## src/rtl/core/assert_macros.svh

```systemverilog
// assertion macros shared by the multitap encoder rtl
// no dependencies; include by bare file name
`ifndef ASSERT_MACROS_SVH
`define ASSERT_MACROS_SVH

// same-cycle implication, disabled in reset
`define ASSERT_IMPL(label, clk, rst, ante, cons) \
  label: assert property (@(posedge clk) disable iff (rst) (ante) |-> (cons)) \
    else $error("assertion failed");

// next-cycle implication, disabled in reset
`define ASSERT_NEXT(label, clk, rst, ante, cons) \
  label: assert property (@(posedge clk) disable iff (rst) (ante) |=> (cons)) \
    else $error("assertion failed");

// condition that must never hold
`define ASSERT_NEVER(label, clk, rst, cond) \
  label: assert property (@(posedge clk) disable iff (rst) !(cond)) \
    else $error("assertion failed");

`endif

```

## src/rtl/core/mte_pkg.sv

```systemverilog
// types, constants and key tables for the multitap text encoder
// no dependencies
package mte_pkg;

  localparam int QUEUE_DEPTH = 2;
  localparam int QPTR_W      = $clog2(QUEUE_DEPTH);
  localparam int QCNT_W      = $clog2(QUEUE_DEPTH + 1);

  // key symbol codes
  localparam logic [3:0] SYM_STAR  = 4'd10;
  localparam logic [3:0] SYM_HASH  = 4'd11;
  localparam logic [3:0] SYM_BAR   = 4'd12;
  localparam logic [3:0] KEY_SPACE = 4'd0;
  localparam logic [3:0] KEY_PUNCT = 4'd1;

  // ascii codes
  localparam logic [7:0] CHR_UPPER_A = 8'h41;
  localparam logic [7:0] CHR_UPPER_Z = 8'h5A;
  localparam logic [7:0] CHR_LOWER_A = 8'h61;
  localparam logic [7:0] CHR_LOWER_Z = 8'h7A;
  localparam logic [7:0] CHR_DIGIT_0 = 8'h30;
  localparam logic [7:0] CHR_DIGIT_9 = 8'h39;
  localparam logic [7:0] CHR_SPACE   = 8'h20;
  localparam logic [7:0] CHR_PERIOD  = 8'h2E;
  localparam logic [7:0] CHR_COMMA   = 8'h2C;
  localparam logic [7:0] CHR_EXCLAIM = 8'h21;
  localparam logic [7:0] CHR_QUEST   = 8'h3F;

  // one classified character, ready for symbol emission
  typedef struct packed {
    logic       unsup;
    logic       bar;
    logic       hash;
    logic       star;
    logic [3:0] key;
    logic [2:0] presses;
  } job_t;

  function automatic logic [3:0] letter_key(input logic [4:0] idx);
    logic [3:0] k;
    case (idx)
      5'd0, 5'd1, 5'd2:            k = 4'd2;
      5'd3, 5'd4, 5'd5:            k = 4'd3;
      5'd6, 5'd7, 5'd8:            k = 4'd4;
      5'd9, 5'd10, 5'd11:          k = 4'd5;
      5'd12, 5'd13, 5'd14:         k = 4'd6;
      5'd15, 5'd16, 5'd17, 5'd18:  k = 4'd7;
      5'd19, 5'd20, 5'd21:         k = 4'd8;
      default:                     k = 4'd9;
    endcase
    return k;
  endfunction

  function automatic logic [2:0] letter_presses(input logic [4:0] idx);
    logic [2:0] p;
    case (idx)
      5'd0, 5'd3, 5'd6, 5'd9, 5'd12, 5'd15, 5'd19, 5'd22:  p = 3'd1;
      5'd1, 5'd4, 5'd7, 5'd10, 5'd13, 5'd16, 5'd20, 5'd23: p = 3'd2;
      5'd18, 5'd25:                                        p = 3'd4;
      default:                                             p = 3'd3;
    endcase
    return p;
  endfunction

endpackage

```

## src/rtl/core/mte_if.sv

```systemverilog
// valid/ready channel interfaces for characters in and key symbols out
// no dependencies
interface mte_char_if;
  logic       valid;
  logic       ready;
  logic [7:0] char_code;
  logic       start_of_message;

  modport source (output valid, output char_code, output start_of_message, input ready);
  modport sink   (input valid, input char_code, input start_of_message, output ready);
endinterface

interface mte_sym_if;
  logic       valid;
  logic       ready;
  logic [3:0] key_symbol;
  logic       last_of_run;
  logic       unsupported;

  modport source (output valid, output key_symbol, output last_of_run, output unsupported,
                  input ready);
  modport sink   (input valid, input key_symbol, input last_of_run, input unsupported,
                  output ready);
endinterface

```

## src/rtl/core/mte_front.sv

```systemverilog
// front end: classifies each character and keeps the message history
// depends on mte_pkg
module mte_front
  import mte_pkg::*;
(
  input  logic       clk,
  input  logic       rst,
  input  logic       valid,
  output logic       ready,
  input  logic [7:0] char_code,
  input  logic       start_of_message,
  input  logic       full,
  output logic       push,
  output job_t       job
);

  logic       prev_valid;
  logic       prev_was_letter;
  logic       prev_was_upper;
  logic [3:0] prev_last_key;

  logic       is_upper, is_lower, is_letter, is_digit, is_punct, is_space;
  logic [4:0] idx;
  logic [3:0] first_key;
  logic       pv, pl, pu;
  logic [3:0] plk;
  logic [2:0] punct_presses;

  assign ready = !full;
  assign push  = valid && ready;

  always_comb begin
    is_upper  = char_code inside {[CHR_UPPER_A:CHR_UPPER_Z]};
    is_lower  = char_code inside {[CHR_LOWER_A:CHR_LOWER_Z]};
    is_letter = is_upper || is_lower;
    is_digit  = char_code inside {[CHR_DIGIT_0:CHR_DIGIT_9]};
    is_space  = char_code == CHR_SPACE;
    is_punct  = char_code inside {CHR_PERIOD, CHR_COMMA, CHR_EXCLAIM, CHR_QUEST};
    idx       = is_upper ? 5'(char_code - CHR_UPPER_A) : 5'(char_code - CHR_LOWER_A);

    case (char_code)
      CHR_PERIOD:  punct_presses = 3'd1;
      CHR_COMMA:   punct_presses = 3'd2;
      CHR_EXCLAIM: punct_presses = 3'd3;
      default:     punct_presses = 3'd4;
    endcase

    pv  = !start_of_message && prev_valid;
    pl  = !start_of_message && prev_was_letter;
    pu  = !start_of_message && prev_was_upper;
    plk = start_of_message ? 4'd0 : prev_last_key;

    job       = '0;
    first_key = KEY_SPACE;
    if (is_letter) begin
      job.key     = letter_key(idx);
      job.presses = letter_presses(idx);
      first_key   = job.key;
    end else if (is_digit) begin
      job.star    = 1'b1;
      job.key     = char_code[3:0];
      job.presses = 3'd1;
      first_key   = SYM_STAR;
    end else if (is_space) begin
      job.key     = KEY_SPACE;
      job.presses = 3'd1;
      first_key   = KEY_SPACE;
    end else if (is_punct) begin
      job.key     = KEY_PUNCT;
      job.presses = punct_presses;
      first_key   = KEY_PUNCT;
    end else begin
      job.unsup   = 1'b1;
      job.presses = 3'd1;
    end

    if (!job.unsup) begin
      job.bar  = pv && (plk == first_key);
      job.hash = is_letter && ((!pv && is_upper) || (pv && pl && (pu != is_upper)));
    end
  end

  // history moves only on supported characters
  always_ff @(posedge clk) begin
    if (rst) begin
      prev_valid      <= 1'b0;
      prev_was_letter <= 1'b0;
      prev_was_upper  <= 1'b0;
      prev_last_key   <= 4'd0;
    end else if (push && !job.unsup) begin
      prev_valid      <= 1'b1;
      prev_was_letter <= is_letter;
      prev_was_upper  <= is_upper;
      prev_last_key   <= job.key;
    end
  end

endmodule

```

## src/rtl/core/mte_queue.sv

```systemverilog
// short job queue between front and back
// depends on mte_pkg, assert_macros.svh
`include "assert_macros.svh"
module mte_queue
  import mte_pkg::*;
(
  input  logic clk,
  input  logic rst,
  input  logic push,
  input  job_t push_job,
  output logic full,
  input  logic pop,
  output logic not_empty,
  output job_t head_job
);

  job_t              mem [QUEUE_DEPTH];
  logic [QPTR_W-1:0] wr_ptr;
  logic [QPTR_W-1:0] rd_ptr;
  logic [QCNT_W-1:0] count;

  assign full      = count == QCNT_W'(QUEUE_DEPTH);
  assign not_empty = count != '0;
  assign head_job  = mem[rd_ptr];

  always_ff @(posedge clk) begin
    if (push) begin
      mem[wr_ptr] <= push_job;
    end
  end

  always_ff @(posedge clk) begin
    if (rst) begin
      wr_ptr <= '0;
      rd_ptr <= '0;
      count  <= '0;
    end else begin
      if (push) begin
        wr_ptr <= (wr_ptr == QPTR_W'(QUEUE_DEPTH - 1)) ? '0 : wr_ptr + 1'b1;
      end
      if (pop) begin
        rd_ptr <= (rd_ptr == QPTR_W'(QUEUE_DEPTH - 1)) ? '0 : rd_ptr + 1'b1;
      end
      case ({push, pop})
        2'b10:   count <= count + 1'b1;
        2'b01:   count <= count - 1'b1;
        default: count <= count;
      endcase
    end
  end

  `ASSERT_IMPL(a_no_overflow, clk, rst, push, !full)
  `ASSERT_IMPL(a_no_underflow, clk, rst, pop, not_empty)
  `ASSERT_NEVER(a_count_range, clk, rst, count > QCNT_W'(QUEUE_DEPTH))

endmodule

```

## src/rtl/core/mte_back.sv

```systemverilog
// back end: walks a job and emits its key symbols, one beat per unstalled cycle
// depends on mte_pkg, assert_macros.svh
`include "assert_macros.svh"
module mte_back
  import mte_pkg::*;
(
  input  logic       clk,
  input  logic       rst,
  input  logic       not_empty,
  input  job_t       head_job,
  output logic       pop,
  output logic       out_valid,
  input  logic       out_ready,
  output logic [3:0] key_symbol,
  output logic       last_of_run,
  output logic       unsupported
);

  logic       busy;
  logic       bar, hash, star, unsup;
  logic [3:0] key;
  logic [2:0] presses;
  logic       advance;
  logic       last_now;
  logic       emit;

  assign advance  = !out_valid || out_ready;
  assign emit     = busy && advance;
  assign last_now = !bar && !hash && !star && (presses == 3'd1);
  assign pop      = not_empty && (!busy || (emit && last_now));

  always_ff @(posedge clk) begin
    if (rst) begin
      busy      <= 1'b0;
      out_valid <= 1'b0;
    end else begin
      if (pop) begin
        busy <= 1'b1;
      end else if (emit && last_now) begin
        busy <= 1'b0;
      end
      if (emit) begin
        out_valid <= 1'b1;
      end else if (advance) begin
        out_valid <= 1'b0;
      end
    end
  end

  // output payload
  always_ff @(posedge clk) begin
    if (emit) begin
      unsupported <= unsup;
      last_of_run <= last_now;
      if (bar) begin
        key_symbol <= SYM_BAR;
      end else if (hash) begin
        key_symbol <= SYM_HASH;
      end else if (star) begin
        key_symbol <= SYM_STAR;
      end else begin
        key_symbol <= key;
      end
    end
  end

  // job walk: a new job replaces the finished one
  always_ff @(posedge clk) begin
    if (pop) begin
      bar     <= head_job.bar;
      hash    <= head_job.hash;
      star    <= head_job.star;
      unsup   <= head_job.unsup;
      key     <= head_job.key;
      presses <= head_job.presses;
    end else if (emit) begin
      if (bar) begin
        bar <= 1'b0;
      end else if (hash) begin
        hash <= 1'b0;
      end else if (star) begin
        star <= 1'b0;
      end else begin
        presses <= presses - 1'b1;
      end
    end
  end

  `ASSERT_IMPL(a_unsup_single, clk, rst, out_valid && unsupported,
               last_of_run && (key_symbol == KEY_SPACE))
  `ASSERT_NEVER(a_sym_range, clk, rst, out_valid && (key_symbol > SYM_BAR))
  `ASSERT_NEXT(a_hold_stalled, clk, rst, out_valid && !out_ready,
               out_valid && $stable({key_symbol, last_of_run, unsupported}))

endmodule

```

## src/rtl/core/multitap_text_encoder_unit.sv

```systemverilog
// top level of the multitap keypad text encoder
// depends on mte_pkg, mte_if, mte_front, mte_queue, mte_back
//
//   channel    dir   beat contents
//   char_in    in    char_code[7:0], start_of_message
//   sym_out    out   key_symbol[3:0], last_of_run, unsupported
//
// a character is written to the queue when accepted, popped into the back's job
// registers, and its symbol beats then leave through the back's output register
// the back then emits one beat per cycle while sym_out is not stalled, 1 to 6 beats
// per character, set by the symbol count of its code; a queued next character follows on
// with no gap; the two-entry job queue lets the front accept while the back is emitting
// rst is synchronous; it clears the message history, queue and output valid
// a stalled sym_out holds its beat; char_in stalls only when the queue is full
module multitap_text_encoder_unit
  import mte_pkg::*;
(
  input logic       clk,
  input logic       rst,
  mte_char_if.sink  char_in,
  mte_sym_if.source sym_out
);

  // front to queue
  logic full;
  logic push;
  job_t push_job;

  // queue to back
  logic not_empty;
  logic pop;
  job_t head_job;

  // classify, apply history, build the job (bar, hash, star, key, presses)
  mte_front u_front (
    .clk              (clk),
    .rst              (rst),
    .valid            (char_in.valid),
    .ready            (char_in.ready),
    .char_code        (char_in.char_code),
    .start_of_message (char_in.start_of_message),
    .full             (full),
    .push             (push),
    .job              (push_job)
  );

  // decouples the front from output stalls
  mte_queue u_queue (
    .clk       (clk),
    .rst       (rst),
    .push      (push),
    .push_job  (push_job),
    .full      (full),
    .pop       (pop),
    .not_empty (not_empty),
    .head_job  (head_job)
  );

  // emits bar, hash, star and key presses in order behind an output register
  mte_back u_back (
    .clk         (clk),
    .rst         (rst),
    .not_empty   (not_empty),
    .head_job    (head_job),
    .pop         (pop),
    .out_valid   (sym_out.valid),
    .out_ready   (sym_out.ready),
    .key_symbol  (sym_out.key_symbol),
    .last_of_run (sym_out.last_of_run),
    .unsupported (sym_out.unsupported)
  );

endmodule
```

## src/flat_wrapper.sv

```systemverilog
// flat-port wrapper written by rule: the top's interface ports become plain ports
module multitap_text_encoder_unit_flat import mte_pkg::*;
  (clk, rst, char_in_valid, char_in_char_code, char_in_start_of_message, char_in_ready, sym_out_valid, sym_out_key_symbol, sym_out_last_of_run, sym_out_unsupported, sym_out_ready);
  mte_char_if char_in_i ();
  mte_sym_if sym_out_i ();
  input logic clk;
  input logic rst;
  input wire logic [$bits(char_in_i.valid)-1:0] char_in_valid;
  input wire logic [$bits(char_in_i.char_code)-1:0] char_in_char_code;
  input wire logic [$bits(char_in_i.start_of_message)-1:0] char_in_start_of_message;
  output wire logic [$bits(char_in_i.ready)-1:0] char_in_ready;
  output wire logic [$bits(sym_out_i.valid)-1:0] sym_out_valid;
  output wire logic [$bits(sym_out_i.key_symbol)-1:0] sym_out_key_symbol;
  output wire logic [$bits(sym_out_i.last_of_run)-1:0] sym_out_last_of_run;
  output wire logic [$bits(sym_out_i.unsupported)-1:0] sym_out_unsupported;
  input wire logic [$bits(sym_out_i.ready)-1:0] sym_out_ready;
  assign char_in_i.valid = char_in_valid;
  assign char_in_i.char_code = char_in_char_code;
  assign char_in_i.start_of_message = char_in_start_of_message;
  assign char_in_ready = char_in_i.ready;
  assign sym_out_valid = sym_out_i.valid;
  assign sym_out_key_symbol = sym_out_i.key_symbol;
  assign sym_out_last_of_run = sym_out_i.last_of_run;
  assign sym_out_unsupported = sym_out_i.unsupported;
  assign sym_out_i.ready = sym_out_ready;
  multitap_text_encoder_unit u_core (.clk(clk), .rst(rst), .char_in(char_in_i), .sym_out(sym_out_i));
endmodule
```

## config.mk

```make
export PLATFORM = sky130hd
export DESIGN_NAME = multitap_text_encoder_unit_flat
export DESIGN_NICKNAME = d
export VERILOG_FILES = /design/src/rtl/core/mte_pkg.sv /design/src/rtl/core/mte_if.sv /design/src/rtl/core/mte_front.sv /design/src/rtl/core/mte_queue.sv /design/src/rtl/core/mte_back.sv /design/src/rtl/core/multitap_text_encoder_unit.sv /design/src/flat_wrapper.sv
export VERILOG_INCLUDE_DIRS = /design/src /design/src/rtl/core
export SDC_FILE = /design/constraint.sdc
export NUM_CORES = 1
export LEC_CHECK = 0
export ABC_AREA = 1
export BUFFER_PORTS_ARGS = -buffer_cell sky130_fd_sc_hd__buf_2
export CAP_MARGIN = 20
export CORE_MARGIN = 2
export CORE_UTILIZATION = 55
export CTS_CLUSTER_DIAMETER = 40
export DETAILED_ROUTE_END_ITERATION = 8
export PLACE_DENSITY = 0.74
export SYNTH_ARGS = -nofsm -noshare
export SYNTH_HDL_FRONTEND = slang
export SYNTH_SLANG_ARGS = --single-unit
```

## constraint.sdc

```tcl
create_clock -name clk -period 3.25 [get_ports clk]
set_clock_uncertainty 0.1 [all_clocks]
set_input_delay 0.325 -clock clk [delete_from_list [all_inputs] [get_ports clk]]
set_output_delay 0.325 -clock clk [all_outputs]
set_load 0.02 [all_outputs]
```

==> results.json <==
{
  "cts.sinks": 53,
  "portBuffers": 20,
  "hold_end": "u_core.u_back.out_valid$_SDFFE_PP0P_",
  "slew_headroom_pct": 37.69,
  "cts.htree.levels": 2,
  "cp_top_family": "simple AND/OR/NAND/NOR gates",
  "cts_setup_buffers": 0,
  "layout_commonest_cell": "nand2_1",
  "hp-class": "input pin to flop",
  "cts_resized": 0,
  "r2r_slack_ns": 0.85,
  "cts-root-buf": "clkbuf_8",
  "first_pass_iters": 4,
  "fp.coreArea_sq_um": 5107,
  "yosysTopAreaCell": "edfxtp_1",
  "period_needed_ns": 2.402,
  "stdcell_count": 471,
  "nFillCells": 464,
  "gp_congestion": 0.8915,
  "hp-start": "rst",
  "via_per_inst": 5.055,
  "wl_met3_microns": 169,
  "crit_top_cell": "nand2_1",
  "place_hpwl_microns": 4585,
  "powerDensity_nw_per_um2": 667.0,
  "die_x_microns": 76.85,
  "routed-wl-met2_microns": 2938,
  "drv_slew": 0,
  "clk_pin_slew_ns": 0.09,
  "cp_cell_sequence": "nor2_1 -> nand2_1 -> nor3b_2 -> nand2_1 -> nand2_1 -> o21ai_2 -> inv_2 -> ha_1 -> inv_1 -> nand2_1 -> nor2_1 -> o21ai_0 -> a21oi_1",
  "cts_buffer_depth": 2,
  "layout-drive-gt1-share_pct": 10.97,
  "synth_edf_count": 39,
  "outcome": "finished clean",
  "end_kind": "flop",
  "yosysSeqAreaShare_pct": 49.72,
  "r2r_end": "u_core.u_queue.count[1]$_SDFFE_PP0P_",
  "rr_startpoint": "u_core.u_back.hash$_SDFFCE_PN0P_",
  "arrival_ns": 2.54,
  "whs_path_depth": 2,
  "tightest_slew_ns": 0.9312,
  "cp.required_ns": 3.39,
  "max_freq_ghz": 0.4163,
  "finalCritPeriodShare_pct": 73.90,
  "slowest_stage": "edfxtp_1",
  "cts_buffers": 5,
  "synth.distinct_cells": 27,
  "clk_latency_ns": 0.29,
  "synth_warnings": 0,
  "tns_ns": 0,
  "layout.nets": 421,
  "synth.cell_area_sq_um": 2919,
  "synth_area_leaders": "edfxtp_1, nand2_1, dfxtp_1, inv_1, nor2_1",
  "crit_buf_inv": 2,
  "layout_common_cells": "nand2_1, inv_1, nor2_1, edfxtp_1",
  "synthCells": 376,
  "antenna_found_initial": 0,
  "grt_pass1_vias": 2276,
  "n_antenna_cell": 0,
  "crit_type": "flop to flop",
  "max_cap_viol_count": 0,
  "row_count": 26,
  "drt_wl_total_microns": 5825,
  "wl_per_cell_microns": 12.37,
  "setup_viol": 0,
  "io_pins": 21,
  "slowest_delay_ns": 0.43,
  "r2r.worst_path.cells": 13,
  "drt_iter0_markers": 109,
  "grt_overflow": 0,
  "synth_seq_cells": 53,
  "rsz0062_at_grt": "no",
  "area_growth_pct": 8.744,
  "synthDominantCellAreaShare_pct": 40.12,
  "grt_util_all_layers_pct": 20.80,
  "grt_pass1_wl_microns": 9756,
  "cts.hold.buffers_added": 0,
  "wl_met1_microns": 2520,
  "die_y_microns": 76.85,
  "dp.cells": 463,
  "syn-num-nets": 397,
  "peakVddDrop_mv": 0.3105,
  "async_reset_ff_share_pct": 0,
  "routed.top_layer": "met4",
  "p_leak_nw": 1.500,
  "cp_max_fo": 15,
  "hold_violations": 0,
  "tritoncts": "yes",
  "drcViolationCount": 0,
  "synth-main-ff-cell": "edfxtp_1",
  "die_area_sq_um": 5906,
  "initial_core_util_pct": 57.15,
  "grt_max_degree": 16,
  "ant_nets": 0,
  "worstSetupStartpointType": "flop",
  "total_power_mw": 2.117,
  "syn_area_per_cell_sq_um": 7.763,
  "vias": 2381
}
## worst max path at each step
stage	startpoint	endpoint	slack (ns)	depth (start not counted)
global route	u_core.u_back.hash$_SDFFCE_PN0P_	u_core.u_queue.count[1]$_SDFFE_PP0P_	0.52	13
CTS	u_core.u_back.hash$_SDFFCE_PN0P_	u_core.u_queue.count[1]$_SDFFE_PP0P_	0.78	13
global placement	char_in_char_code[1]	u_core.u_queue.mem[0][0]$_DFFE_PP_	0.82	10
detailed placement	char_in_char_code[0]	u_core.u_queue.mem[0][0]$_DFFE_PP_	0.74	10
floorplan	u_core.u_back.hash$_SDFFCE_PN0P_	u_core.u_queue.count[1]$_SDFFE_PP0P_	1.19	13
finish	u_core.u_back.hash$_SDFFCE_PN0P_	u_core.u_queue.count[1]$_SDFFE_PP0P_	0.85	13
## sequential cells by signal (all words and copies together), names as in the netlist, named ones only
name                            count
u_core.u_back.star                  1
u_core.u_front.prev_was_upper       1
u_core.u_back.unsup                 1
u_core.u_queue.wr_ptr               1
u_core.u_front.prev_valid           1
u_core.u_back.key_symbol            4
u_core.u_back.hash                  1
u_core.u_queue.mem                 22
u_core.u_queue.count                2
u_core.u_back.presses               3
u_core.u_queue.rd_ptr               1
u_core.u_back.last_of_run           1
u_core.u_back.busy                  1
u_core.u_back.out_valid             1
u_core.u_front.prev_was_letter      1
u_core.u_back.bar                   1
u_core.u_back.unsupported           1
u_core.u_front.prev_last_key        4
u_core.u_back.key                   4
## cells in the mapped netlist (2+ instances only)
cell,number
inv_1,46
a21oi_1,21
o211ai_1,4
clkbuf_1,2
nand2_4,3
nand2_1,129
edfxtp_1,39
nor2_1,40
or2_2,2
inv_2,6
nand3_1,21
nand3b_1,2
dfxtp_1,14
nand2_2,4
nor3_1,3
ha_1,8
o21ai_0,21
a31oi_1,2
## logic make-up after synthesis
| group | Yosys count | share of synthesized area (%) |
|---|---|---|
| buf+inv | 55 | 7.201 |
| fa+ha+maj | 8 | 3.429 |
| xor+xnor | 2 | 0.6002 |
| simple gates | 207 | 29.66 |
| flops | 53 | 49.72 |
| compound gates | 51 | 9.387 |
## cell type report
class,count,area (sq um),share of cell area (%)
multi-input cells,268,1257,39.61
flip-flops and latches,53,1451,45.72
clock buffers,7,76.32,2.404
inverters,52,195.2,6.149
well taps,70,87.58,2.759
clock inverters,1,6.256,0.1971
repair buffers,20,100.1,3.153
## report_power, final
part	leakage, nW	switching (mW)	internal [mW]
clock network	0.0428	0.198	0.153
registers	0.487	0.0922	0.989
logic	0.970	0.473	0.212
total	1.50	0.763	1.35
## metal layers
metal  vias to the layer above  GRT usage (%)
li1                       1265              -
met1                      1037          23.51
met2                        62          37.46
met3                        17          3.529
met4                         0          10.73
met5                         -              0
## metrics by stage
stage | hold slack (ns) | setup WS, ns | cell area [sq um] | utilization (%)
after CTS | 0.1567 | 0.7815 | 3174 | 62.15
after detailed placement | 0.3152 | 0.7412 | 3092 | 60.53
after global placement | 0.3085 | 0.8208 | 3092 | 60.53
after floorplan | 0.2941 | 1.191 | 2919 | -
final | 0.1663 | 0.8482 | 3174 | 62.15
after global routing | 0.1583 | 0.5177 | 3174 | 62.15
Power figures use the tool's default switching activity.
